[config.mk]
export PLATFORM = sky130hd
export DESIGN_NAME = nec_ir_frame_decoder_top_flat
export DESIGN_NICKNAME = d
export VERILOG_FILES = /design/src/hw/rtl/necir_pkg.sv /design/src/hw/rtl/necir_in_if.sv /design/src/hw/rtl/necir_out_if.sv /design/src/hw/rtl/nec_ir_frame_decoder_top.sv /design/src/flat_wrapper.sv
export SDC_FILE = /design/constraint.sdc
export NUM_CORES = 1
export LEC_CHECK = 0
export ABC_AREA = 1
export BUFFER_PORTS_ARGS = -buffer_cell sky130_fd_sc_hd__buf_2
export CORE_ASPECT_RATIO = 0.5
export CORE_MARGIN = 3
export CORE_UTILIZATION = 45
export DETAILED_ROUTE_END_ITERATION = 10
export PLACE_DENSITY = 0.69
export SYNTH_ARGS = -nofsm -noshare
export SYNTH_HDL_FRONTEND = slang
export SYNTH_SLANG_ARGS = --single-unit
[constraint.sdc]
create_clock -name i_clk -period 2.05 [get_ports i_clk]
set_input_delay 0 -clock i_clk [delete_from_list [all_inputs] [get_ports i_clk]]
set_output_delay 0 -clock i_clk [all_outputs]
set_load 0.02 [all_outputs]
[src/hw/rtl/necir_pkg.sv]
// nec infrared frame decoder package: codes, widths and reset values
// no dependencies
`timescale 1ns / 1ps

package necir_pkg;

    localparam int unsigned TICK_W   = 8;
    localparam int unsigned WORD_W   = 32;
    localparam int unsigned CNT_W    = 6;
    localparam int unsigned MODE_W   = 2;
    localparam int unsigned CFG_IDX_W = 3;
    localparam int unsigned CFG_W    = 8;

    localparam logic [CNT_W-1:0] FRAME_BITS = 6'd32;

    // command codes
    localparam logic CMD_EDGE    = 1'b0;
    localparam logic CMD_RELEASE = 1'b1;

    // mode codes as seen on the result channel
    localparam logic [MODE_W-1:0] MODE_CODE_IDLE = 2'd0;
    localparam logic [MODE_W-1:0] MODE_CODE_RECV = 2'd1;
    localparam logic [MODE_W-1:0] MODE_CODE_HELD = 2'd2;

    // register indexes
    localparam logic [CFG_IDX_W-1:0] REG_PREAMBLE_MIN = 3'd0;
    localparam logic [CFG_IDX_W-1:0] REG_PREAMBLE_MAX = 3'd1;
    localparam logic [CFG_IDX_W-1:0] REG_ZERO_MIN     = 3'd2;
    localparam logic [CFG_IDX_W-1:0] REG_ZERO_MAX     = 3'd3;
    localparam logic [CFG_IDX_W-1:0] REG_ONE_MIN      = 3'd4;
    localparam logic [CFG_IDX_W-1:0] REG_ONE_MAX      = 3'd5;

    // register reset values
    localparam logic [CFG_W-1:0] RST_PREAMBLE_MIN = 8'd180;
    localparam logic [CFG_W-1:0] RST_PREAMBLE_MAX = 8'd243;
    localparam logic [CFG_W-1:0] RST_ZERO_MIN     = 8'd14;
    localparam logic [CFG_W-1:0] RST_ZERO_MAX     = 8'd20;
    localparam logic [CFG_W-1:0] RST_ONE_MIN      = 8'd29;
    localparam logic [CFG_W-1:0] RST_ONE_MAX      = 8'd41;

    typedef enum logic [2:0] {
        ST_IDLE = 3'b001,
        ST_RECV = 3'b010,
        ST_HELD = 3'b100
    } t_mode;

    function automatic logic [MODE_W-1:0] mode_code(input t_mode mode);
        logic [MODE_W-1:0] code;
        unique case (mode)
            ST_IDLE: code = MODE_CODE_IDLE;
            ST_RECV: code = MODE_CODE_RECV;
            ST_HELD: code = MODE_CODE_HELD;
            default: code = MODE_CODE_IDLE;
        endcase
        return code;
    endfunction

endpackage

[src/hw/rtl/necir_in_if.sv]
// input channel of the nec infrared frame decoder: valid, ready, edge item
// depends on necir_pkg
`timescale 1ns / 1ps

interface necir_in_if;
    logic                             valid;
    logic                             ready;
    logic                             cmd;
    logic [necir_pkg::TICK_W-1:0]     interval_ticks;
    logic                             timer_overflow;

    modport source (output valid, output cmd, output interval_ticks,
                    output timer_overflow, input ready);
    modport sink   (input valid, input cmd, input interval_ticks,
                    input timer_overflow, output ready);
endinterface

[src/hw/rtl/necir_out_if.sv]
// result channel of the nec infrared frame decoder: valid, ready, decoded frame
// depends on necir_pkg
`timescale 1ns / 1ps

interface necir_out_if;
    logic                             valid;
    logic                             ready;
    logic [necir_pkg::MODE_W-1:0]     rx_mode;
    logic                             frame_done;
    logic [necir_pkg::WORD_W-1:0]     code_word;
    logic [7:0]                       command_byte;
    logic [15:0]                      address_word;

    modport source (output valid, output rx_mode, output frame_done,
                    output code_word, output command_byte,
                    output address_word, input ready);
    modport sink   (input valid, input rx_mode, input frame_done,
                    input code_word, input command_byte,
                    input address_word, output ready);
endinterface

[src/hw/rtl/nec_ir_frame_decoder_top.sv]
// nec infrared frame decoder top level: window compare, shift word, frame check
// depends on necir_pkg, necir_in_if, necir_out_if
`timescale 1ns / 1ps

// Usage
//   i_in carries one transaction per falling-edge event (cmd edge) with the
//   tick interval and the timer overflow flag, or a release (cmd release)
//   that frees a held frame. o_out returns exactly one transaction per input
//   transaction: mode after the item, frame done flag and the shift word.
//   i_cfg_we / i_cfg_idx / i_cfg_data write the six window registers
//   (preamble, zero, one; min and max, inclusive); write only while idle.
// Output timing and throughput
//   the registered result appears on o_out in the cycle after the input;
//   one transaction per cycle unless o_out stalls; single output register stage.
// Reset
//   i_rst_n low at a clock edge: mode idle, bit count and word cleared,
//   windows back to their defaults, output register empty.
// Stall
//   while o_out holds a result that is not taken, i_in.ready is low;
//   it rises in the same cycle in which the receiver takes the result.
module nec_ir_frame_decoder_top (
    input  logic                              i_clk,
    input  logic                              i_rst_n,
    necir_in_if.sink                          i_in,
    necir_out_if.source                       o_out,
    input  logic                              i_cfg_we,
    input  logic [necir_pkg::CFG_IDX_W-1:0]   i_cfg_idx,
    input  logic [necir_pkg::CFG_W-1:0]       i_cfg_data
);
    import necir_pkg::*;

    logic [CFG_W-1:0]  r_pre_min, r_pre_max, r_zero_min, r_zero_max;
    logic [CFG_W-1:0]  r_one_min, r_one_max;

    t_mode             r_mode, n_mode;
    logic [CNT_W-1:0]  r_cnt, n_cnt;
    logic [WORD_W-1:0] r_word, n_word;
    logic              n_done;

    logic              r_out_valid;
    logic [MODE_W-1:0] r_out_mode;
    logic              r_out_done;
    logic [WORD_W-1:0] r_out_word;

    logic              in_accept;
    logic              is_pre, is_zero, is_one;
    logic [CNT_W-1:0]  cnt_inc;

    assign i_in.ready = !r_out_valid || o_out.ready;
    assign in_accept  = i_in.valid && i_in.ready;

    assign is_pre  = !i_in.timer_overflow && (i_in.interval_ticks >= r_pre_min)
                     && (i_in.interval_ticks <= r_pre_max);
    assign is_zero = !i_in.timer_overflow && (i_in.interval_ticks >= r_zero_min)
                     && (i_in.interval_ticks <= r_zero_max);
    assign is_one  = !i_in.timer_overflow && (i_in.interval_ticks >= r_one_min)
                     && (i_in.interval_ticks <= r_one_max);
    assign cnt_inc = r_cnt + 6'd1;

    // configuration registers
    always_ff @(posedge i_clk) begin
        if (!i_rst_n) begin
            r_pre_min  <= RST_PREAMBLE_MIN;
            r_pre_max  <= RST_PREAMBLE_MAX;
            r_zero_min <= RST_ZERO_MIN;
            r_zero_max <= RST_ZERO_MAX;
            r_one_min  <= RST_ONE_MIN;
            r_one_max  <= RST_ONE_MAX;
        end else if (i_cfg_we) begin
            unique case (i_cfg_idx)
                REG_PREAMBLE_MIN: r_pre_min  <= i_cfg_data;
                REG_PREAMBLE_MAX: r_pre_max  <= i_cfg_data;
                REG_ZERO_MIN:     r_zero_min <= i_cfg_data;
                REG_ZERO_MAX:     r_zero_max <= i_cfg_data;
                REG_ONE_MIN:      r_one_min  <= i_cfg_data;
                REG_ONE_MAX:      r_one_max  <= i_cfg_data;
                default: ;
            endcase
        end
    end

    // next state for one item
    always_comb begin
        n_mode = r_mode;
        n_cnt  = r_cnt;
        n_word = r_word;
        n_done = 1'b0;
        if (i_in.cmd == CMD_RELEASE) begin
            if (r_mode == ST_HELD) begin
                n_mode = ST_IDLE;
            end
        end else begin
            unique case (r_mode)
                ST_IDLE: begin
                    if (is_pre) begin
                        n_cnt  = '0;
                        n_mode = ST_RECV;
                    end
                end
                ST_RECV: begin
                    n_word = {r_word[WORD_W-2:0], is_one};
                    if (is_one || is_zero) begin
                        n_cnt = cnt_inc;
                        if (cnt_inc == FRAME_BITS) begin
                            if (n_word[15:8] == ~n_word[7:0]) begin
                                n_mode = ST_HELD;
                                n_done = 1'b1;
                            end else begin
                                n_mode = ST_IDLE;
                            end
                        end
                    end else begin
                        n_mode = ST_IDLE;
                    end
                end
                ST_HELD: ;
                default: n_mode = ST_IDLE;
            endcase
        end
    end

    always_ff @(posedge i_clk) begin
        if (!i_rst_n) begin
            r_mode <= ST_IDLE;
            r_cnt  <= '0;
            r_word <= '0;
        end else if (in_accept) begin
            r_mode <= n_mode;
            r_cnt  <= n_cnt;
            r_word <= n_word;
        end
    end

    // output register
    always_ff @(posedge i_clk) begin
        if (!i_rst_n) begin
            r_out_valid <= 1'b0;
        end else if (in_accept) begin
            r_out_valid <= 1'b1;
        end else if (o_out.ready) begin
            r_out_valid <= 1'b0;
        end
    end

    always_ff @(posedge i_clk) begin
        if (in_accept) begin
            r_out_mode <= mode_code(n_mode);
            r_out_done <= n_done;
            r_out_word <= n_word;
        end
    end

    assign o_out.valid        = r_out_valid;
    assign o_out.rx_mode      = r_out_mode;
    assign o_out.frame_done   = r_out_done;
    assign o_out.code_word    = r_out_word;
    assign o_out.command_byte = r_out_word[15:8];
    assign o_out.address_word = r_out_word[31:16];

endmodule

[src/flat_wrapper.sv]
// flat-port wrapper written by rule: the top's interface ports become plain ports
module nec_ir_frame_decoder_top_flat import necir_pkg::*;
  (i_clk, i_rst_n, i_cfg_we, i_cfg_idx, i_cfg_data, i_in_valid, i_in_cmd, i_in_interval_ticks, i_in_timer_overflow, i_in_ready, o_out_valid, o_out_rx_mode, o_out_frame_done, o_out_code_word, o_out_command_byte, o_out_address_word, o_out_ready);
  necir_in_if i_in_i ();
  necir_out_if o_out_i ();
  input  logic i_clk;
  input  logic i_rst_n;
  input  logic i_cfg_we;
  input  logic [necir_pkg::CFG_IDX_W-1:0] i_cfg_idx;
  input  logic [necir_pkg::CFG_W-1:0] i_cfg_data;
  input wire logic [$bits(i_in_i.valid)-1:0] i_in_valid;
  input wire logic [$bits(i_in_i.cmd)-1:0] i_in_cmd;
  input wire logic [$bits(i_in_i.interval_ticks)-1:0] i_in_interval_ticks;
  input wire logic [$bits(i_in_i.timer_overflow)-1:0] i_in_timer_overflow;
  output wire logic [$bits(i_in_i.ready)-1:0] i_in_ready;
  output wire logic [$bits(o_out_i.valid)-1:0] o_out_valid;
  output wire logic [$bits(o_out_i.rx_mode)-1:0] o_out_rx_mode;
  output wire logic [$bits(o_out_i.frame_done)-1:0] o_out_frame_done;
  output wire logic [$bits(o_out_i.code_word)-1:0] o_out_code_word;
  output wire logic [$bits(o_out_i.command_byte)-1:0] o_out_command_byte;
  output wire logic [$bits(o_out_i.address_word)-1:0] o_out_address_word;
  input wire logic [$bits(o_out_i.ready)-1:0] o_out_ready;
  assign i_in_i.valid = i_in_valid;
  assign i_in_i.cmd = i_in_cmd;
  assign i_in_i.interval_ticks = i_in_interval_ticks;
  assign i_in_i.timer_overflow = i_in_timer_overflow;
  assign i_in_ready = i_in_i.ready;
  assign o_out_valid = o_out_i.valid;
  assign o_out_rx_mode = o_out_i.rx_mode;
  assign o_out_frame_done = o_out_i.frame_done;
  assign o_out_code_word = o_out_i.code_word;
  assign o_out_command_byte = o_out_i.command_byte;
  assign o_out_address_word = o_out_i.address_word;
  assign o_out_i.ready = o_out_ready;
  nec_ir_frame_decoder_top u_core (.i_clk(i_clk), .i_rst_n(i_rst_n), .i_in(i_in_i), .o_out(o_out_i), .i_cfg_we(i_cfg_we), .i_cfg_idx(i_cfg_idx), .i_cfg_data(i_cfg_data));
endmodule
Word level (Yosys, flattened, before mapping) --
Index checks and enable logic that the tools add are counted.
Word-level totals: output and inout port bits 61, bits in registers 125, input port bits 26
Operators by class: equal/unequal tests 14, order comparisons 6, reduce and logical (&&, ||, !) cells 22, $add $sub $neg 1, bitwise gates (word level) 5, muxes and demuxes 16
Operators by type and width (number):
- 32-bit two-way mux | 2
- 8-bit greater-or-equal comparator | 3
- 8-bit less-or-equal comparator | 3
- 3-bit two-way mux | 6
- 3-bit by 2-bit equality test with 1-bit output (second input constant) | 4
- 3-bit equality test (second input constant) | 4
- 6-bit two-way mux | 2
- 6-bit case mux with 2 select lines | 1
- 2-bit AND reduction | 6
- 3-bit case mux with 3 select lines | 1
- 8-bit equality test | 1
- 8-bit NOT | 1
- 1-bit logical AND | 7
- 6-bit by 1-bit adder with 6-bit output (second input constant) | 1
- 3-bit by 1-bit equality test with 1-bit output (second input constant) | 2
- 6-bit equality test (second input constant) | 1
- 5-bit AND reduction | 1
- 2-bit by 1-bit inequality test with 1-bit output (second input constant) | 2
- 1-bit NOT | 4
- 2-bit case mux with 2 select lines | 1
- 2-bit nonzero test | 2
- 4-bit OR reduction | 1
- 3-bit logical NOT | 1
- 1-bit two-way mux | 3
- 2 further kinds | 4

Depth between registers and ports, before layout --
word-level depth 12, mapped depth 18, depth with buffers taken out 18

Least setup slack after synthesis --
Ideal clock, no wire load.
kind reg2reg, from reg u_core.r_out_valid, in the netlist u_core.o_out.valid, to reg u_core.r_cnt[0], data required time 1.986 ns, clock period less this slack 2.394 ns, arrival 2.330 ns, stages on the path, launching flop included 10, slack -0.344 ns, path buffers 1, library setup time 0.064 ns, path through dfxtp_1 -> nand2_1 -> nand2_1 -> inv_1 -> nand3_1 -> a21oi_2 -> and2_1 -> buf_4 -> nor2_1 -> nor2_1
Between the ends: longest elaborated chain between the ends 4
RTL lines:
- start: declaration | line nec_ir_frame_decoder_top.sv:40 | logic r_out_valid;
- start signal: assignment | line nec_ir_frame_decoder_top.sv:137 | r_out_valid <= 1'b0;
- start signal: assignment | line nec_ir_frame_decoder_top.sv:139 | r_out_valid <= 1'b1;
- start signal: assignment | line nec_ir_frame_decoder_top.sv:141 | r_out_valid <= 1'b0;
- 1-bit logical NOT | line nec_ir_frame_decoder_top.sv:49 | assign i_in.ready = !r_out_valid || o_out.ready;
- 1-bit logical OR | line nec_ir_frame_decoder_top.sv:49
- via i_in_ready | line flat_wrapper.sv:15 | output wire logic [$bits(i_in_i.ready)-1:0] i_in_ready;
- 1-bit logical AND | line nec_ir_frame_decoder_top.sv:50 | assign in_accept = i_in.valid && i_in.ready;
- via u_core.in_accept | line nec_ir_frame_decoder_top.sv:45 | logic in_accept;
- 5-bit AND reduction (no source line)
- end signal: assignment | line nec_ir_frame_decoder_top.sv:129 | r_cnt <= n_cnt;
- end: declaration | line nec_ir_frame_decoder_top.sv:36 | logic [CNT_W-1:0] r_cnt, n_cnt;
The timed path passes the listed nets, and every way through them passes these cells. A chain may end at the register's enable or synchronous reset.

Worst setup path after layout --
from reg u_core.r_one_max[7], to reg u_core.r_out_mode[0], in the netlist u_core.o_out.rx_mode[0] (data pin)
Between the ends: longest elaborated chain between the ends 11, elaborated cells on any way between the ends 13, those cells by class order compare (1); eq/ne (3); mux (6); bitwise (1); reduce/logical (2)
RTL lines:
- start: declaration | line nec_ir_frame_decoder_top.sv:33 | logic [CFG_W-1:0] r_one_min, r_one_max;
- start signal: assignment | line nec_ir_frame_decoder_top.sv:76 | REG_ONE_MAX: r_one_max <= i_cfg_data;
- 8-bit less-or-equal comparator (*) | line nec_ir_frame_decoder_top.sv:57 | && (i_in.interval_ticks <= r_one_max);
- 1-bit logical AND (*) | line nec_ir_frame_decoder_top.sv:57
- 8-bit NOT | line nec_ir_frame_decoder_top.sv:105 | if (n_word[15:8] == ~n_word[7:0]) begin
- 8-bit equality test | line nec_ir_frame_decoder_top.sv:105
- 3-bit two-way mux | line nec_ir_frame_decoder_top.sv:105
- 3-bit two-way mux | line nec_ir_frame_decoder_top.sv:104 | if (cnt_inc == FRAME_BITS) begin
- 3-bit two-way mux (*) | line nec_ir_frame_decoder_top.sv:102 | if (is_one || is_zero) begin
- 3-bit case mux with 3 select lines (*) | line nec_ir_frame_decoder_top.sv:93 | unique case (r_mode)
- 3-bit two-way mux (*) | line nec_ir_frame_decoder_top.sv:88 | if (i_in.cmd == CMD_RELEASE) begin
- 3-bit equality test / 3-bit by 2-bit equality test with 1-bit output (equally long branches) | line necir_pkg.sv:49 | unique case (mode)
- 2-bit case mux with 2 select lines (*) | line necir_pkg.sv:49
- end signal: assignment | line nec_ir_frame_decoder_top.sv:147 | r_out_mode <= mode_code(n_mode);
- end: declaration | line nec_ir_frame_decoder_top.sv:41 | logic [MODE_W-1:0] r_out_mode;
Every way passes the cells marked *; elsewhere a longest branch is shown, timed or not.

==> flow_summary.json <==
{
  "outcome": "completed",
  "crit_arrival_ps": 2190,
  "slew_headroom_pct": 63.2,
  "hold_path_class": "in2reg",
  "cts_tree": "done",
  "cts_setup_buffers": 0,
  "nets": 962,
  "grt_pass1_vias": 4958,
  "htreeDepth": 4,
  "critPathLaunchType": "flip-flop",
  "synth_xor_area_share_pct": 1.09,
  "syn-num-nets": 881,
  "synth_cells": 805,
  "clock.fmax_ghz": 0.496,
  "setup_ws_ps": 35.4,
  "dp.final_hpwl_mm": 9.61,
  "cts_sinks": 125,
  "drc": 0,
  "setup_violations": 0,
  "via_per_inst": 4.91,
  "gr-total-overflow": 0,
  "pre_cts_slack_ps": 31.2,
  "synth_compound_area_share_pct": 17.7,
  "grt_max_degree": 66,
  "antenna_cells": 0,
  "period_needed_ps": 2010,
  "synth_top_family_by_area": "compound AO/OA/AOI/OAI gates",
  "dp_cells": 1049,
  "fp-row-count": 30,
  "use_met3_pct": 4.32,
  "place_congestion": 0.884,
  "ctsRootBufferMaster": "clkbuf_16",
  "final_hold_viol_count": 0,
  "drt_pass1_iterations": 5,
  "start_util_pct": 46.7,
  "drv_cap": 0,
  "clock_path_buffers": 2,
  "synthMuxAreaShare_pct": 0,
  "stdcell_count": 1091,
  "grt_pass1_wl_mm": 23.6,
  "synth_area_per_cell_um2": 7.97,
  "worstSkewPairLatency_ps": 420,
  "io_pins": 87,
  "p_leak_nw": 3.61,
  "top_usage_layer": "met2",
  "drtIter0Drc": 300,
  "rsz0062_at_grt": "yes",
  "ant_nets": 0,
  "synth-simple-area-share_pct": 13.7,
  "syn_area_um2": 6410,
  "wl_per_cell_um": 13.1,
  "powerDensity_nw_per_um2": 850,
  "cts-buffers-inserted": 17,
  "grt_use_total_pct": 18.3,
  "port_buffers": 86,
  "syn_to_final_growth_pct": 22.1,
  "die_area_um2": 15800,
  "required_ps": 2220,
  "num-fill-cells": 1270,
  "die_h_um": 90.4,
  "ir_drop_uv": 683,
  "ys_seq_elements": 125,
  "dieWidth_um": 175,
  "yosysSeqAreaShare_pct": 44.5,
  "grtUsageMet2_pct": 30.4,
  "grt_util_met1_pct": 23.4,
  "report.final.slew_viol_count": 0,
  "antenna_found_initial": 0,
  "crit_fanout": 3,
  "period_share_pct": 98.3,
  "coreArea_um2": 13700,
  "vias": 5358,
  "clock_skew_ps": 9.16,
  "worst_pin_slew_ps": 551,
  "crit_path_end_kind": "flip-flop",
  "synth_cell_type_count": 32,
  "routed_wl_mm": 14.3,
  "path_clk_slew_ps": 60,
  "synth-adder-area-share_pct": 9.75,
  "drive_gt1_share_pct": 21.2,
  "worstSetupPathType": "reg2reg",
  "ys.warnings.count": 0
}
## state kept, by name (all words and copies together), names as in the netlist
name                     cells
u_core.r_mode                3
u_core.r_one_min             8
u_core.o_out.code_word      32
u_core.r_cnt                 6
u_core.r_pre_max             8
u_core.r_zero_max            8
u_core.r_word               32
u_core.o_out.valid           1
u_core.r_pre_min             8
u_core.o_out.frame_done      1
u_core.r_one_max             8
u_core.o_out.rx_mode         2
u_core.r_zero_min            8
## layer usage
metal | routed length, µm | vias to the layer above
met2 | 6770 | 128
met5 | 0 | -
met4 | 268 | 0
met3 | 728 | 29
li1 | - | 2779
met1 | 6560 | 2422
## what timing repair did
action | 4_1_cts | 5_1_grt
gates resized for setup | 0 | 52
hold buffers | 10 | 0
setup endpoints to repair | 0 | 14
endpoints found under the hold margin | 37 | 0
## stage by stage
step	cell area [µm²]	util [%]	setup TNS (ps)	power [mW]	hold WS [ps]
floorplan	6430	-	0	3.45	126
global placement	6940	50.5	0	3.66	297
detailed placement	6940	50.5	0	3.69	329
CTS	7620	55.5	0	6.66	54.5
global route	7830	57.0	-179	6.95	79.3
finish	7830	57.0	0	6.66	63.9
## worst max-delay path: stages (launching register included)
cell	delay, ps
dfxtp_1	300
inv_1	50
ha_1	290
nand2_1	100
nor2_2	170
nand2_1	70
nand2_1	80
nand2_2	90
nand3_2	80
nand2_2	70
nor2_4	140
nand3_2	90
nand2_1	80
nand2_2	60
nand2_2	60
nor2_2	30
## synth_stat cells, drive strengths merged
cell type	instances	share of area [%]
nor2	48	2.8
a21boi	1	0.12
xnor2	7	0.96
edfxtp	35	16
or2	1	0.098
o21bai	1	0.12
nand4	7	0.68
nand3b	1	0.12
inv	146	8.5
ha	50	9.8
o21a	3	0.35
clkbuf	19	1.1
o21ai	98	7.6
a21o	2	0.23
a21oi	81	6.4
nor3	6	0.72
xor2	1	0.14
and2	1	0.098
nand3	21	1.6
o2111ai	1	0.14
nand2	129	7.5
a31oi	1	0.098
dfxtp	90	28
o211ai	22	2.6
buf	32	3.6
clkinv	1	0.058
## kinds of logic after synthesis
kind of cell	Yosys count
compound gates	210
xor+xnor	8
fa+ha+maj	50
buf+inv	198
flops	125
simple gates	214
## power by group
part           switching [mW]  leakage, nW  internal, mW
Combinational           0.589         2.24         0.327
Clock                    1.25        0.277          1.71
Sequential             0.0788         1.09          2.70
Total                    1.92         3.61          4.74
## layout make-up
class | count | area (µm²) | share of cell area [%]
multi-input cells | 482 | 2920 | 37.3
flip-flops and latches | 125 | 2860 | 36.6
repair buffers | 113 | 671 | 8.57
inverters | 147 | 556 | 7.10
clock buffers | 17 | 425 | 5.43
well taps | 192 | 240 | 3.07
clock inverters | 15 | 153 | 1.95
## worst paths after layout
path	slack, ps	cells past startpoint	startpoint	end
max	40	15	u_core.r_one_max[7]	u_core.o_out.rx_mode[0]
min	60	4	i_cfg_idx[0]	u_core.r_zero_min[1]
max reg2reg	40	15	u_core.r_one_max[7]	u_core.o_out.rx_mode[0]
min reg2reg	460	2	u_core.r_zero_max[3]	u_core.r_zero_max[3]
## cell usage in the layout (no fill, tap or decap), types with 16 or more instances in the layout
master     instances
dfxtp_1           85
inv_1            138
o21ai_0           34
buf_4             16
nor2_1            39
o211ai_1          22
buf_2             86
o21ai_1           62
a21oi_1           78
clkbuf_16         17
nand2_1          118
ha_1              43
edfxtp_1          35
Power figures use the tool's default switching activity.
